### src/hw/rtl/assert_macros.svh
// Assertion helpers for the RTL.
`ifndef ASSERT_MACROS_SVH
`define ASSERT_MACROS_SVH

// cond must hold at every clock edge outside reset
`define MACP_ASSERT_ALWAYS(label, clk, rst, cond) \
   label: assert property (@(posedge clk) disable iff (rst) (cond)) \
      else $error("assertion failed");

// same-cycle implication
`define MACP_ASSERT_IMPLY(label, clk, rst, ante, cons) \
   label: assert property (@(posedge clk) disable iff (rst) (ante) |-> (cons)) \
      else $error("assertion failed");

// next-cycle implication
`define MACP_ASSERT_NEXT(label, clk, rst, ante, cons) \
   label: assert property (@(posedge clk) disable iff (rst) (ante) |=> (cons)) \
      else $error("assertion failed");

`endif

### src/hw/rtl/macp_pkg.sv
`default_nettype none

package macp_pkg;

   localparam int ADDRESS_BYTES = 6;
   localparam int TEXT_LEN      = 3 * ADDRESS_BYTES - 1;
   localparam int ADDR_BITS     = 8 * ADDRESS_BYTES;
   localparam int POS_WIDTH     = $clog2(TEXT_LEN + 1);
   localparam logic [POS_WIDTH-1:0] TEXT_LEN_POS = POS_WIDTH'(TEXT_LEN);

   localparam int MAC_WIDTH        = 48;
   localparam int STATUS_WIDTH     = 3;
   localparam int REQ_TDATA_WIDTH  = 8;
   localparam int RSP_TDATA_WIDTH  = 56;
   localparam int RSP_PAD_WIDTH    = RSP_TDATA_WIDTH - MAC_WIDTH - STATUS_WIDTH;

   localparam int CSR_DATA_WIDTH = 64;
   localparam int CSR_ADDR_WIDTH = 4;
   localparam int CSR_PAD_WIDTH  = CSR_DATA_WIDTH - MAC_WIDTH;

   localparam logic CSR_IDX_BLOCKED_A = 1'b0;
   localparam logic CSR_IDX_BLOCKED_B = 1'b1;

   localparam logic [MAC_WIDTH-1:0] BLOCKED_A_RESET = 48'h0000_0000_0000;
   localparam logic [MAC_WIDTH-1:0] BLOCKED_B_RESET = 48'h4444_4444_4444;

   localparam logic [7:0] CHAR_COLON  = 8'h3a;
   localparam logic [7:0] CHAR_HYPHEN = 8'h2d;

   localparam logic [1:0] PHASE_SEPARATOR = 2'd2;

   typedef enum logic [1:0] {
      ERR_NONE  = 2'd0,
      ERR_SEP   = 2'd1,
      ERR_DIGIT = 2'd2
   } err_type;

   typedef enum logic [STATUS_WIDTH-1:0] {
      STATUS_OK            = 3'd0,
      STATUS_TOO_SHORT     = 3'd1,
      STATUS_BAD_SEPARATOR = 3'd2,
      STATUS_BAD_DIGIT     = 3'd3,
      STATUS_MULTICAST     = 3'd4,
      STATUS_BLOCKED       = 3'd5
   } status_type;

   typedef struct packed {
      logic [MAC_WIDTH-1:0] a;
      logic [MAC_WIDTH-1:0] b;
   } blocked_type;

   typedef struct packed {
      logic       ok;
      logic [3:0] nibble;
   } hex_type;

   function automatic hex_type hex_decode(input logic [7:0] c);
      hex_type r;
      r.ok     = 1'b1;
      r.nibble = 4'd0;
      if (c >= 8'h30 && c <= 8'h39) begin
         r.nibble = 4'(c - 8'h30);
      end else if (c >= 8'h61 && c <= 8'h66) begin
         r.nibble = 4'(c - 8'h57);
      end else if (c >= 8'h41 && c <= 8'h46) begin
         r.nibble = 4'(c - 8'h37);
      end else begin
         r.ok = 1'b0;
      end
      return r;
   endfunction

endpackage

`default_nettype wire

### src/hw/rtl/macp_csr.sv
`default_nettype none

module macp_csr (
   input  logic                                clock,
   input  logic                                reset,
   input  logic                                csr_psel,
   input  logic                                csr_penable,
   input  logic                                csr_pwrite,
   input  logic [macp_pkg::CSR_ADDR_WIDTH-1:0] csr_paddr,
   input  logic [macp_pkg::CSR_DATA_WIDTH-1:0] csr_pwdata,
   output logic [macp_pkg::CSR_DATA_WIDTH-1:0] csr_prdata,
   output logic                                csr_pready,
   output macp_pkg::blocked_type               blocked
);
   import macp_pkg::*;

   logic [MAC_WIDTH-1:0] blocked_a_ff, blocked_a_in;
   logic [MAC_WIDTH-1:0] blocked_b_ff, blocked_b_in;
   logic                 wr_en;
   logic                 reg_idx;

   assign csr_pready = 1'b1;
   assign wr_en      = csr_psel & csr_penable & csr_pwrite & csr_pready;
   assign reg_idx    = csr_paddr[3];

   always_comb begin
      blocked_a_in = blocked_a_ff;
      blocked_b_in = blocked_b_ff;
      if (wr_en) begin
         if (reg_idx == CSR_IDX_BLOCKED_A) begin
            blocked_a_in = csr_pwdata[MAC_WIDTH-1:0];
         end else begin
            blocked_b_in = csr_pwdata[MAC_WIDTH-1:0];
         end
      end
   end

   always_ff @(posedge clock) begin
      if (reset) begin
         blocked_a_ff <= BLOCKED_A_RESET;
         blocked_b_ff <= BLOCKED_B_RESET;
      end else begin
         blocked_a_ff <= blocked_a_in;
         blocked_b_ff <= blocked_b_in;
      end
   end

   assign csr_prdata = (reg_idx == CSR_IDX_BLOCKED_B) ? {CSR_PAD_WIDTH'(0), blocked_b_ff}
                                                       : {CSR_PAD_WIDTH'(0), blocked_a_ff};
   assign blocked.a  = blocked_a_ff;
   assign blocked.b  = blocked_b_ff;

endmodule

`default_nettype wire

### src/hw/rtl/mac_address_text_parser_unit.sv
// Flow: a character is registered at accept and parsed from the input register; the result
// for an end-of-string character is loaded into the output register when that character advances.
// Throughput: one character per cycle, set by the single parse stage; it stalls only
// while a finished result waits in the output register and the next string ends.
// Reset: synchronous, active high; clears the input valid, the parse state and output valid and loads
// the blocked-address registers with their defaults.
`default_nettype none
`include "assert_macros.svh"

module mac_address_text_parser_unit (
   input  logic                                 clock,
   input  logic                                 reset,
   input  logic                                 req_tvalid,
   output logic                                 req_tready,
   input  logic [macp_pkg::REQ_TDATA_WIDTH-1:0] req_tdata,   // [7:0] character
   input  logic                                 req_tlast,   // end_of_string
   output logic                                 rsp_tvalid,
   input  logic                                 rsp_tready,
   output logic [macp_pkg::RSP_TDATA_WIDTH-1:0] rsp_tdata,   // [47:0] mac_address, [50:48] status
   input  logic                                 csr_psel,
   input  logic                                 csr_penable,
   input  logic                                 csr_pwrite,
   input  logic [macp_pkg::CSR_ADDR_WIDTH-1:0]  csr_paddr,
   input  logic [macp_pkg::CSR_DATA_WIDTH-1:0]  csr_pwdata,
   output logic [macp_pkg::CSR_DATA_WIDTH-1:0]  csr_prdata,
   output logic                                 csr_pready
);
   import macp_pkg::*;

   blocked_type blocked;

   macp_csr u_csr (
      .clock       (clock),
      .reset       (reset),
      .csr_psel    (csr_psel),
      .csr_penable (csr_penable),
      .csr_pwrite  (csr_pwrite),
      .csr_paddr   (csr_paddr),
      .csr_pwdata  (csr_pwdata),
      .csr_prdata  (csr_prdata),
      .csr_pready  (csr_pready),
      .blocked     (blocked)
   );

   // input stage
   logic                  in_valid_ff, in_valid_in;
   logic [7:0]            in_char_ff;
   logic                  in_eos_ff;
   logic                  advance;

   // parse state
   logic [POS_WIDTH-1:0]  pos_ff, pos_in;
   logic [1:0]            phase_ff, phase_in;
   logic [ADDR_BITS-1:0]  shift_ff, shift_in;
   err_type               fe_ff, fe_in;
   logic                  gde_ff, gde_in;

   // step results
   logic [POS_WIDTH-1:0]  pos_n;
   logic [1:0]            phase_n;
   logic [ADDR_BITS-1:0]  shift_n;
   err_type               fe_n;
   err_type               fe_final;
   logic                  gde_n;
   logic                  sep_ok;
   hex_type               dec;
   status_type            status;
   logic [MAC_WIDTH-1:0]  mac;

   // output register
   logic                  rsp_valid_ff, rsp_valid_in;
   logic [MAC_WIDTH-1:0]  rsp_mac_ff;
   status_type            rsp_status_ff;
   logic                  rsp_err;

   assign advance    = in_valid_ff & (~in_eos_ff | ~rsp_valid_ff | rsp_tready);
   assign req_tready = ~in_valid_ff | advance;
   assign in_valid_in = req_tready ? req_tvalid : in_valid_ff;

   always_ff @(posedge clock) begin
      if (reset) begin
         in_valid_ff <= 1'b0;
      end else begin
         in_valid_ff <= in_valid_in;
      end
   end

   always_ff @(posedge clock) begin
      if (req_tvalid && req_tready) begin
         in_char_ff <= req_tdata;
         in_eos_ff  <= req_tlast;
      end
   end

   always_comb begin
      pos_n   = pos_ff;
      phase_n = phase_ff;
      shift_n = shift_ff;
      fe_n    = fe_ff;
      gde_n   = gde_ff;
      sep_ok  = (in_char_ff == CHAR_COLON) || (in_char_ff == CHAR_HYPHEN);
      dec     = hex_decode(in_char_ff);
      if (pos_ff < TEXT_LEN_POS) begin
         if (phase_ff == PHASE_SEPARATOR) begin
            if (fe_ff == ERR_NONE) begin
               if (!sep_ok) begin
                  fe_n = ERR_SEP;
               end else if (gde_ff) begin
                  fe_n = ERR_DIGIT;
               end
            end
            gde_n   = 1'b0;
            phase_n = 2'd0;
         end else begin
            if (!dec.ok) begin
               gde_n = 1'b1;
            end
            shift_n = {shift_ff[ADDR_BITS-5:0], dec.nibble};
            phase_n = phase_ff + 2'd1;
         end
         pos_n = pos_ff + 1'b1;
      end
   end

   always_comb begin
      fe_final = (fe_n == ERR_NONE && gde_n) ? ERR_DIGIT : fe_n;
      if (pos_n < TEXT_LEN_POS) begin
         status = STATUS_TOO_SHORT;
      end else begin
         case (fe_final)
            ERR_SEP:   status = STATUS_BAD_SEPARATOR;
            ERR_DIGIT: status = STATUS_BAD_DIGIT;
            default: begin
               if (shift_n[ADDR_BITS-8]) begin
                  status = STATUS_MULTICAST;
               end else if (shift_n == ADDR_BITS'(blocked.a) ||
                            shift_n == ADDR_BITS'(blocked.b)) begin
                  status = STATUS_BLOCKED;
               end else begin
                  status = STATUS_OK;
               end
            end
         endcase
      end
      if (status == STATUS_TOO_SHORT || status == STATUS_BAD_SEPARATOR ||
          status == STATUS_BAD_DIGIT) begin
         mac = '0;
      end else begin
         mac = shift_n[MAC_WIDTH-1:0];
      end
   end

   always_comb begin
      pos_in   = pos_ff;
      phase_in = phase_ff;
      shift_in = shift_ff;
      fe_in    = fe_ff;
      gde_in   = gde_ff;
      if (advance) begin
         if (in_eos_ff) begin
            pos_in   = '0;
            phase_in = 2'd0;
            shift_in = '0;
            fe_in    = ERR_NONE;
            gde_in   = 1'b0;
         end else begin
            pos_in   = pos_n;
            phase_in = phase_n;
            shift_in = shift_n;
            fe_in    = fe_n;
            gde_in   = gde_n;
         end
      end
   end

   always_ff @(posedge clock) begin
      if (reset) begin
         pos_ff   <= '0;
         phase_ff <= 2'd0;
         shift_ff <= '0;
         fe_ff    <= ERR_NONE;
         gde_ff   <= 1'b0;
      end else begin
         pos_ff   <= pos_in;
         phase_ff <= phase_in;
         shift_ff <= shift_in;
         fe_ff    <= fe_in;
         gde_ff   <= gde_in;
      end
   end

   assign rsp_valid_in = (advance && in_eos_ff) ? 1'b1 : (rsp_tready ? 1'b0 : rsp_valid_ff);

   always_ff @(posedge clock) begin
      if (reset) begin
         rsp_valid_ff <= 1'b0;
      end else begin
         rsp_valid_ff <= rsp_valid_in;
      end
   end

   always_ff @(posedge clock) begin
      if (advance && in_eos_ff) begin
         rsp_mac_ff    <= mac;
         rsp_status_ff <= status;
      end
   end

   assign rsp_tvalid = rsp_valid_ff;
   assign rsp_tdata  = {RSP_PAD_WIDTH'(0), rsp_status_ff, rsp_mac_ff};

   assign rsp_err = (rsp_status_ff == STATUS_TOO_SHORT) ||
                    (rsp_status_ff == STATUS_BAD_SEPARATOR) ||
                    (rsp_status_ff == STATUS_BAD_DIGIT);

   `MACP_ASSERT_ALWAYS(a_pos_bound, clock, reset, pos_ff <= TEXT_LEN_POS)
   `MACP_ASSERT_ALWAYS(a_phase_bound, clock, reset, phase_ff <= PHASE_SEPARATOR)
   `MACP_ASSERT_IMPLY(a_err_zero_mac, clock, reset, rsp_valid_ff && rsp_err, rsp_mac_ff == '0)
   `MACP_ASSERT_NEXT(a_eos_result, clock, reset, advance && in_eos_ff, rsp_valid_ff && pos_ff == '0)

endmodule

`default_nettype wire

### config.mk
export PLATFORM = sky130hd
export DESIGN_NAME = mac_address_text_parser_unit
export DESIGN_NICKNAME = d
export VERILOG_FILES = /design/src/hw/rtl/macp_pkg.sv /design/src/hw/rtl/macp_csr.sv /design/src/hw/rtl/mac_address_text_parser_unit.sv
export VERILOG_INCLUDE_DIRS = /design/src /design/src/hw/rtl
export SDC_FILE = /design/constraint.sdc
export NUM_CORES = 1
export LEC_CHECK = 0
export ABC_AREA = 1
export BUFFER_PORTS_ARGS = -buffer_cell sky130_fd_sc_hd__buf_2
export CORE_ASPECT_RATIO = 0.6
export CORE_MARGIN = 2
export CORE_UTILIZATION = 45
export DETAILED_ROUTE_END_ITERATION = 16
export PLACE_DENSITY = 0.67
export SYNTH_ARGS = -nofsm -noshare
export SYNTH_HDL_FRONTEND = slang
export SYNTH_SLANG_ARGS = --single-unit
### constraint.sdc
create_clock -name clock -period 6.5 [get_ports clock]
set_input_delay 0.65 -clock clock [delete_from_list [all_inputs] [get_ports clock]]
set_output_delay 0.65 -clock clock [all_outputs]
set_load 0.005 [all_outputs]
==> flow_summary.json, run 1 <==
{
  "layout_setup_ws_ns": 1.84,
  "setup_viol": 0,
  "cts_sinks": 216,
  "vias": 11700,
  "hold_viol_final": 0,
  "htreeDepth": 1,
  "hold_start": "req_tdata[5]",
  "hold_slack_ns": 0.294,
  "dieHeight_um": 129,
  "grt_max_degree": 95,
  "fp.dieW_um": 212,
  "initial_utilization_pct": 45.9,
  "fin_nets": 1939,
  "gr-total-overflow": 0,
  "synth_edf_count": 60,
  "timing.final.crit_period_ns": 4.66,
  "antenna_found_initial": 0,
  "grt_usage_pct": 27.0,
  "avgViaCountPerCell": 5.28,
  "io_buffer_count": 165,
  "syn_inst": 1734,
  "tightestPinTransition_ns": 0.971,
  "cts_tree": "done",
  "core-area_um2": 25400,
  "clock_path_buffers": 3,
  "mostFrequentLayoutCell": "nand2_1",
  "power_mw": 3.16,
  "power_density_nw_per_um2": 238,
  "ys.flop_type": "dfxtp_1",
  "gp_congestion": 0.882,
  "dieArea_um2": 27300,
  "final_cells": 2217,
  "max_freq_mhz": 215,
  "yosysWarnings": 0,
  "synth_seq_cells": 216,
  "dp_cells": 2177,
  "most-common-layout-cells": "nand2_1, nor2_1, buf_2, nand3_1, dfxtp_1",
  "drc_errors": 0,
  "syn2layout_area_growth_pct": 13.9,
  "p_leak_nw": 5.99,
  "rsz0062_at_grt": "false",
  "drive_above_1_share_pct": 13.6,
  "cp-start-kind": "flip-flop",
  "wl_per_cell_um": 16.9,
  "post-route-period-util_pct": 71.6,
  "grt_pass1_vias": 10400,
  "worst-endpoint-arrival_ns": 4.91,
  "startpoint": "pos_ff[0]",
  "hold_class": "input port to flip-flop",
  "async_flop_share_pct": 0,
  "finalClockSkew_ns": 0.0194,
  "drt-initial-drc-count": 1344,
  "insertion_delay_ns": 0.53,
  "netlist_area_um2": 11700,
  "slew_headroom_pct": 35.3,
  "final_core_util_pct": 52.3,
  "antenna_left": 0,
  "ios": 207,
  "worst-path-max-fanout": 49,
  "cts_resized": 0,
  "maxCapViolCount": 0,
  "fin_setup_tns_ns": 0,
  "cts-root-buf": "clkbuf_16",
  "worstSetupPathType": "flip-flop to flip-flop",
  "ir_drop_mv": 0.119,
  "hpwl_um": 25400,
  "post-route-cell-area_um2": 13300,
  "status": "finished, final reports clean",
  "synth-seq-area-share_pct": 42.2,
  "ctsHoldBuffers": 0,
  "slew_viol_final": 0,
  "crit_required_ns": 6.75,
  "dr.pass1.iters": 8,
  "worst_r2r_startpoint": "pos_ff[0]",
  "dp_slack_ns": 1.91,
  "path_clk_slew_ns": 0.07,
  "place_area_um2": 12600,
  "insertedDiodeCount": 0,
  "cts_buffers": 22,
  "rows": 45,
  "avgSynthCellArea_um2": 6.73,
  "synth_cell_type_count": 33,
  "totalWireLength_um": 37400,
  "post_cts_buffers": 0,
  "grt_pass1_wl_um": 57400,
  "endpoint_kind": "flip-flop"
}
## metal layers
metal / track usage [%] / vias to the layer above / share of wire [%]
met4: 6.50 / 0 / 2.2
met1: 40.8 / 5332 / 47
met3: 5.52 / 54 / 11
li1: - / 5756 / -
met2: 39.3 / 558 / 40
met5: 0 / - / 0
## where the power goes
part           internal [mW]  total [mW]  leakage [nW]  switching (mW)
combinational          0.127       0.427          3.83           0.299
sequential              1.42        1.44          1.82          0.0240
clock                  0.736        1.29         0.345           0.552
## logic make-up after synthesis
family                   after synthesis  synth area share, %
AND/OR/NAND/NOR                      974                 35.3
AO/OA/AOI/OAI                        272                 11.8
XOR/XNOR                               8                0.601
other                                  2               0.0644
adder cells (fa/ha/maj)                6                0.643
buffers and inverters                256                 9.41
flip-flops                           216                 42.2
## cell usage after synthesis (2+ instances only)
cell | count | share of area [%]
buf_1 | 4 | 0.13
nand2_1 | 556 | 18
buf_6 | 4 | 0.39
inv_2 | 4 | 0.13
nand2_4 | 2 | 0.19
a211oi_1 | 2 | 0.13
xor2_1 | 6 | 0.45
clkbuf_1 | 58 | 1.9
nor2_1 | 178 | 5.7
dfxtp_1 | 156 | 27
nand2_2 | 27 | 1.4
nand3_1 | 162 | 6.9
xnor2_1 | 2 | 0.15
o21ai_1 | 3 | 0.13
inv_1 | 144 | 4.6
buf_2 | 19 | 0.82
o21ai_0 | 145 | 6.2
a21oi_1 | 118 | 5.1
buf_4 | 22 | 1.4
conb_1 | 2 | 0.064
or2_2 | 3 | 0.16
nand4_1 | 6 | 0.32
ha_1 | 6 | 0.64
edfxtp_1 | 60 | 15
nand3b_1 | 37 | 2.4
## area by class of cell
type / count / area, µm²
timing repair buffer: 178 / 923
clock inverter: 5 / 51.3
tap: 352 / 440
clock buffer: 35 / 661
sequential: 216 / 4920
fill: 2526 / 12100
multi-input combinational: 1282 / 5730
inverter: 149 / 559
## sequential cells by signal, indices dropped and copies added (netlist names)
| register | cells |
|---|---|
| u_csr.blocked_b_ff | 48 |
| shift_ff | 48 |
| rsp_status_ff | 3 |
| pos_ff | 5 |
| phase_ff | 2 |
| u_csr.blocked_a_ff | 48 |
| gde_ff | 1 |
| rsp_tvalid | 1 |
| rsp_mac_ff | 48 |
| fe_ff | 2 |
| in_valid_ff | 1 |
| in_eos_ff | 1 |
| in_char_ff | 8 |
## worst max-delay path, stage by stage, from the launching register on
cell	delay (ns)
dfxtp_1	0.35
nor2_1	0.19
nand2_4	0.33
nand2_4	0.72
inv_1	0.34
nor2_1	0.20
inv_1	0.09
o31ai_1	0.31
o21ai_0	0.13
ha_1	0.30
inv_1	0.09
nor2_1	0.06
inv_1	0.67
buf_4	0.43
nor2_1	0.09
## final timing paths
check,end,slack [ns],cells after the start
hold reg to reg,shift_ff[44],0.46,2
hold / removal,in_char_ff[5],0.29,1
setup reg to reg,rsp_mac_ff[14],1.84,14
setup / recovery,rsp_mac_ff[14],1.84,14
(Power assumes the default switching activity.)
==> run 2, diff against run 1 <==
==> constraint.sdc (replaced) <==
create_clock -name clock -period 4.4 [get_ports clock]
set_input_delay 0.44 -clock clock [delete_from_list [all_inputs] [get_ports clock]]
set_output_delay 0.44 -clock clock [all_outputs]
set_load 0.005 [all_outputs]
==> flow_summary.json, run 2 (synthesis results as in run 1) <==
{
  "status": "finished, final reports clean",
  "power_frac_comb_pct": 13.8,
  "path_clk_slew_ns": 0.07,
  "most-common-layout-cells": "nand2_1, nor2_1, buf_2, nand3_1, dfxtp_1",
  "totalWireLength_um": 37600,
  "slew_headroom_pct": 33.5,
  "cp-start-kind": "flip-flop",
  "rows": 45,
  "vias": 11900,
  "mostFrequentLayoutCell": "nand2_1",
  "p_seq_share_pct": 46.5,
  "hpwl_um": 26100,
  "insertion_delay_ns": 0.53,
  "layout_setup_ws_ns": 1.17,
  "worstSetupPathType": "flip-flop to flip-flop",
  "grt_pass1_wl_um": 57600,
  "post-route-period-util_pct": 73.4,
  "hold_class": "input port to flip-flop",
  "syn2layout_area_growth_pct": 14.0,
  "timing.final.crit_period_ns": 3.23,
  "fin_setup_tns_ns": 0,
  "p_leak_nw": 6.01,
  "gr-total-overflow": 0,
  "dr.pass1.iters": 7,
  "power_density_nw_per_um2": 345,
  "grt_usage_pct": 27.2,
  "final_core_util_pct": 52.4,
  "cts-root-buf": "clkbuf_16",
  "finalClockSkew_ns": 0.00994,
  "cts_sinks": 216,
  "fin_nets": 1945,
  "drive_above_1_share_pct": 13.8,
  "dp_slack_ns": 1.25,
  "gp_congestion": 0.895,
  "sw_frac_of_total_pct": 28.4,
  "cts_tree": "done",
  "endpoint_kind": "flip-flop",
  "insertedDiodeCount": 0,
  "crit_required_ns": 4.67,
  "rsz0062_at_grt": "false",
  "tightestPinTransition_ns": 0.992,
  "place_area_um2": 12600,
  "dieArea_um2": 27300,
  "avgViaCountPerCell": 5.34,
  "initial_utilization_pct": 45.9,
  "wl_per_cell_um": 16.9,
  "max_freq_mhz": 310,
  "post_cts_buffers": 0,
  "htreeDepth": 1,
  "grt_max_degree": 94,
  "ios": 207,
  "io_buffer_count": 165,
  "maxCapViolCount": 0,
  "fp.dieW_um": 212,
  "worst-endpoint-arrival_ns": 3.50,
  "slew_viol_final": 0,
  "drt-initial-drc-count": 1310,
  "clockPowerShare_pct": 39.8,
  "post-route-cell-area_um2": 13300,
  "grt_pass1_vias": 10500,
  "cts_buffers": 22,
  "antenna_left": 0,
  "ir_drop_mv": 0.239,
  "dieHeight_um": 129,
  "clock_path_buffers": 3,
  "antenna_found_initial": 0,
  "worst-path-max-fanout": 42,
  "p_int_mw": 3.28,
  "drc_errors": 0,
  "hold_slack_ns": 0.0840,
  "setup_viol": 0,
  "core-area_um2": 25400,
  "ctsHoldBuffers": 0,
  "p_switching_mw": 1.30,
  "fill_cells": 2524,
  "cts_resized": 0,
  "hold_viol_final": 0
}
-- run 2: worst paths after layout --
kind           startpoint        endpoint  slack [ns]  depth (start not counted)
max reg2reg     pos_ff[0]  rsp_mac_ff[39]        1.17                         14
max             pos_ff[0]  rsp_mac_ff[39]        1.17                         14
min          req_tdata[7]   in_char_ff[7]        0.08                          1
min reg2reg  shift_ff[46]    shift_ff[46]        0.47                          2
-- run 2: cell type report --
class	instances	area, µm²	area share [%]
Multi-Input combinational cell	1282	5730	43.1
Sequential cell	216	4920	37.0
Timing Repair Buffer	184	981	7.37
Clock buffer	33	633	4.76
Inverter	149	559	4.20
Tap cell	352	440	3.31
Clock inverter	7	36.3	0.273
-- run 2: power by group through the flow --
| stage | Combinational, mW | Clock (mW) | Sequential, mW |
|---|---|---|---|
| final | 0.632 | 1.82 | 2.13 |
| after global routing | 0.700 | 1.93 | 2.14 |
| after global placement | 0.609 | 0 | 2.17 |
| after floorplan | 0.401 | 0 | 2.17 |
| after detailed placement | 0.616 | 0 | 2.17 |
| after CTS | 0.620 | 1.85 | 2.13 |
-- run 2: critical path: stages (launching register included) --
cell and delay [ns]:
dfxtp_1 0.37, nor2_1 0.20, nand2_4 0.36, nand2_4 0.17, inv_1 0.18, nor2_1 0.18
inv_1 0.09, o31ai_1 0.27, o21ai_0 0.16, ha_1 0.32, inv_1 0.09, nor2_1 0.06
inv_1 0.11, buf_4 0.29, nor2_1 0.09
-- run 2: routing by layer --
metal | vias to the layer above | global-route usage (%) | wire [µm]
li1 | 5788 | - | -
met1 | 5404 | 40.7 | 17400
met2 | 590 | 39.1 | 15000
met3 | 80 | 6.18 | 4130
met4 | 0 | 7.37 | 1070
met5 | - | 0 | 0
-- run 2: metrics by stage --
step	total power, mW	std cells
after floorplan	2.57	1754
after global placement	2.78	2183
after detailed placement	2.79	2183
after CTS	4.60	2223
after global routing	4.77	2223
final	4.58	2223
==> run 3, diff against run 2 <==
--- a/config.mk
+++ b/config.mk
@@ -6,7 +6,7 @@
 export SDC_FILE = /design/constraint.sdc
 export NUM_CORES = 1
 export LEC_CHECK = 0
-export ABC_AREA = 1
+export ABC_AREA = 0
 export BUFFER_PORTS_ARGS = -buffer_cell sky130_fd_sc_hd__buf_2
 export CORE_ASPECT_RATIO = 0.6
 export CORE_MARGIN = 2
==> constraint.sdc (replaced) <==
create_clock -name clock -period 3.2 [get_ports clock]
set_input_delay 0.32 -clock clock [delete_from_list [all_inputs] [get_ports clock]]
set_output_delay 0.32 -clock clock [all_outputs]
set_load 0.005 [all_outputs]
==> flow_summary.json, run 3 <==
{
  "antenna_found_initial": 0,
  "netlist.area_leader.share_pct": 25.8,
  "synth_cell_type_count": 68,
  "synthTopCellsByCount": "nand2_1, a21oi_1, dfxtp_1, nor2_1, clkbuf_1",
  "rrSetupSlack_ns": 0.01,
  "worst-endpoint-arrival_ns": 3.58,
  "hold_depth": 3,
  "io_buffer_count": 165,
  "fill_cells": 2464,
  "wl_met3_um": 10100,
  "clockPowerShare_pct": 43.6,
  "worst_r2r_startpoint": "shift_ff[25]",
  "slew_headroom_pct": 31.3,
  "dr.pass1.iters": 8,
  "timing.final.crit_period_ns": 3.19,
  "netlist_area_um2": 12100,
  "insertedDiodeCount": 0,
  "cts-root-buf": "clkbuf_16",
  "cpPeakStageDelay_ns": 0.60,
  "gp_congestion": 1.14,
  "p_switching_mw": 1.62,
  "dieHeight_um": 131,
  "tightestPinTransition_ns": 1.03,
  "post_cts_buffers": 0,
  "rows": 46,
  "sw_frac_of_total_pct": 26.0,
  "slew_viol_final": 0,
  "status": "finished, final reports clean",
  "cp-start-kind": "flip-flop",
  "ios": 207,
  "dp_cells": 2066,
  "max_freq_mhz": 314,
  "worst-path-max-fanout": 3,
  "dieArea_um2": 28200,
  "hold_slack_ns": 0.0138,
  "core-area_um2": 26400,
  "avgViaCountPerCell": 6.18,
  "power_frac_comb_pct": 9.6,
  "grt_max_degree": 76,
  "p_seq_share_pct": 46.8,
  "synth_top_area_cell": "dfxtp_1",
  "grt_pass1_vias": 11800,
  "wl_per_cell_um": 28.9,
  "finalClockSkew_ns": 0.0254,
  "path_clk_slew_ns": 0.07,
  "post-route-cell-area_um2": 14800,
  "reg2regPathDepth": 9,
  "synth-seq-area-share_pct": 40.8,
  "vias": 13100,
  "highest_layer": "met5",
  "synthTopCellsByArea": "dfxtp_1, edfxtp_1, nand2_1, a21oi_1, xor2_1",
  "power_density_nw_per_um2": 420,
  "slowest_stage": "or4_1",
  "yosysMostFrequentCell": "nand2_1",
  "final_core_util_pct": 56.1,
  "p_int_mw": 4.61,
  "cts_sinks": 216,
  "fp.dieW_um": 216,
  "power_mw": 6.24,
  "antenna_left": 0,
  "grt_usage_pct": 42.4,
  "cts_tree": "done",
  "ff_latch_area_um2": 4930,
  "rsz0062_at_grt": "false",
  "holdPathEnd": "u_csr.blocked_b_ff[26]",
  "crit_chain": "inv_1, a22oi_1, a21oi_1, a2111oi_2, nand4_1, or4_1, nor3_2, a22oi_2, o221ai_2",
  "setup_viol": 0,
  "cts_buffers": 22,
  "ys.flop_type": "dfxtp_1",
  "hold_start": "csr_pwdata[26]",
  "htreeDepth": 1,
  "async_flop_share_pct": 0,
  "wl_met2_um": 22400,
  "ir_drop_mv": 0.353,
  "final_cells": 2113,
  "gr-total-overflow": 0,
  "drc_errors": 0,
  "startpoint": "shift_ff[25]",
  "post-route-period-util_pct": 99.7,
  "maxCapViolCount": 0,
  "clock_path_buffers": 3,
  "initial_utilization_pct": 45.7,
  "mostFrequentLayoutCell": "nand2_1",
  "r2r-end": "rsp_status_ff[0]",
  "grt_pass1_wl_um": 84300,
  "synth_seq_cells": 216,
  "most-common-layout-cells": "nand2_1, a21oi_1, buf_2, dfxtp_1, buf_4",
  "yosysWarnings": 0,
  "multi_input_area_um2": 6300,
  "drt-initial-drc-count": 2054,
  "syn2layout_area_growth_pct": 22.7,
  "p_leak_nw": 5.88,
  "insertion_delay_ns": 0.55,
  "fin_nets": 1829,
  "m1WireLength_um": 27000,
  "hold_class": "input port to flip-flop",
  "place_area_um2": 14000,
  "crit_required_ns": 3.59,
  "worstSetupPathType": "flip-flop to flip-flop",
  "endpoint_kind": "flip-flop",
  "drive_above_1_share_pct": 22.8,
  "avgSynthCellArea_um2": 7.97,
  "synth_edf_count": 60,
  "syn_inst": 1517,
  "hpwl_um": 47800,
  "totalWireLength_um": 61100,
  "hold_viol_final": 0
}
run 3: power by group through the flow:
stage          Sequential [mW]  Combinational (mW)  Clock, mW
3_3_place_gp              2.97               0.557          0
2_1_floorplan             2.95               0.315          0
5_1_grt                   2.92               0.630       2.83
3_5_place_dp              2.97               0.559          0
6_report                  2.92               0.595       2.72
4_1_cts                   2.91               0.569       2.71
run 3: kinds of logic (layout without fill, tap and decap cells):
kind of cell | count (synthesis) | in the layout | synth area share, %
flops | 216 | 216 | 40.8
other cells | 2 | 22 | 0.0621
xor+xnor | 100 | 100 | 7.25
mux | 25 | 25 | 2.33
simple gates | 544 | 544 | 19.6
compound gates | 398 | 398 | 21.3
buf+inv | 226 | 442 | 8.11
fa+ha+maj | 6 | 6 | 0.621
run 3: cell type report:
| class | instances | area share (%) |
|---|---|---|
| Tap cell | 360 | 3.04 |
| Clock inverter | 10 | 0.734 |
| Multi-Input combinational cell | 1095 | 42.4 |
| Timing Repair Buffer | 329 | 14.5 |
| Inverter | 75 | 1.90 |
| Clock buffer | 28 | 4.21 |
| Sequential cell | 216 | 33.2 |
run 3: stage by stage:
| step | TNS, ns | worst slack (ns) |
|---|---|---|
| detailed placement | 0 | 0.0169 |
| CTS | 0 | 0.0152 |
| floorplan | 0 | 0.389 |
| global route | 0 | 0.00462 |
| global placement | -0.0722 | -0.0588 |
| finish | 0 | 0.0106 |
run 3: layer usage:
layer,GRT usage (%),vias to the layer above
met4,10.0,2
met3,21.6,103
met1,61.2,6306
li1,-,5680
met5,3.50,-
met2,54.2,969
run 3: what timing repair did:
action                                  CTS  global route
hold endpoints to repair                  9             0
hold buffers                              9             0
gates resized for setup                   0             6
endpoints found under the setup margin    0            17
run 3: how the worst max path moves through the flow:
stage               slack (ns)  cells past startpoint                to
global route             0.005                     10    rsp_mac_ff[45]
detailed placement        0.02                      9  rsp_status_ff[0]
finish                    0.01                      9  rsp_status_ff[0]
floorplan                 0.39                     12    rsp_mac_ff[21]
global placement         -0.06                      9  rsp_status_ff[0]
CTS                       0.02                      9  rsp_status_ff[0]
run 3: critical path: cells and delay by family, from the launching register on:
family	cells	cell delay, ns
buffers and inverters	1	0.12
DFF	1	0.53
AOI/OAI and AO/OA	5	1.34
and+or+nand+nor	3	1.04
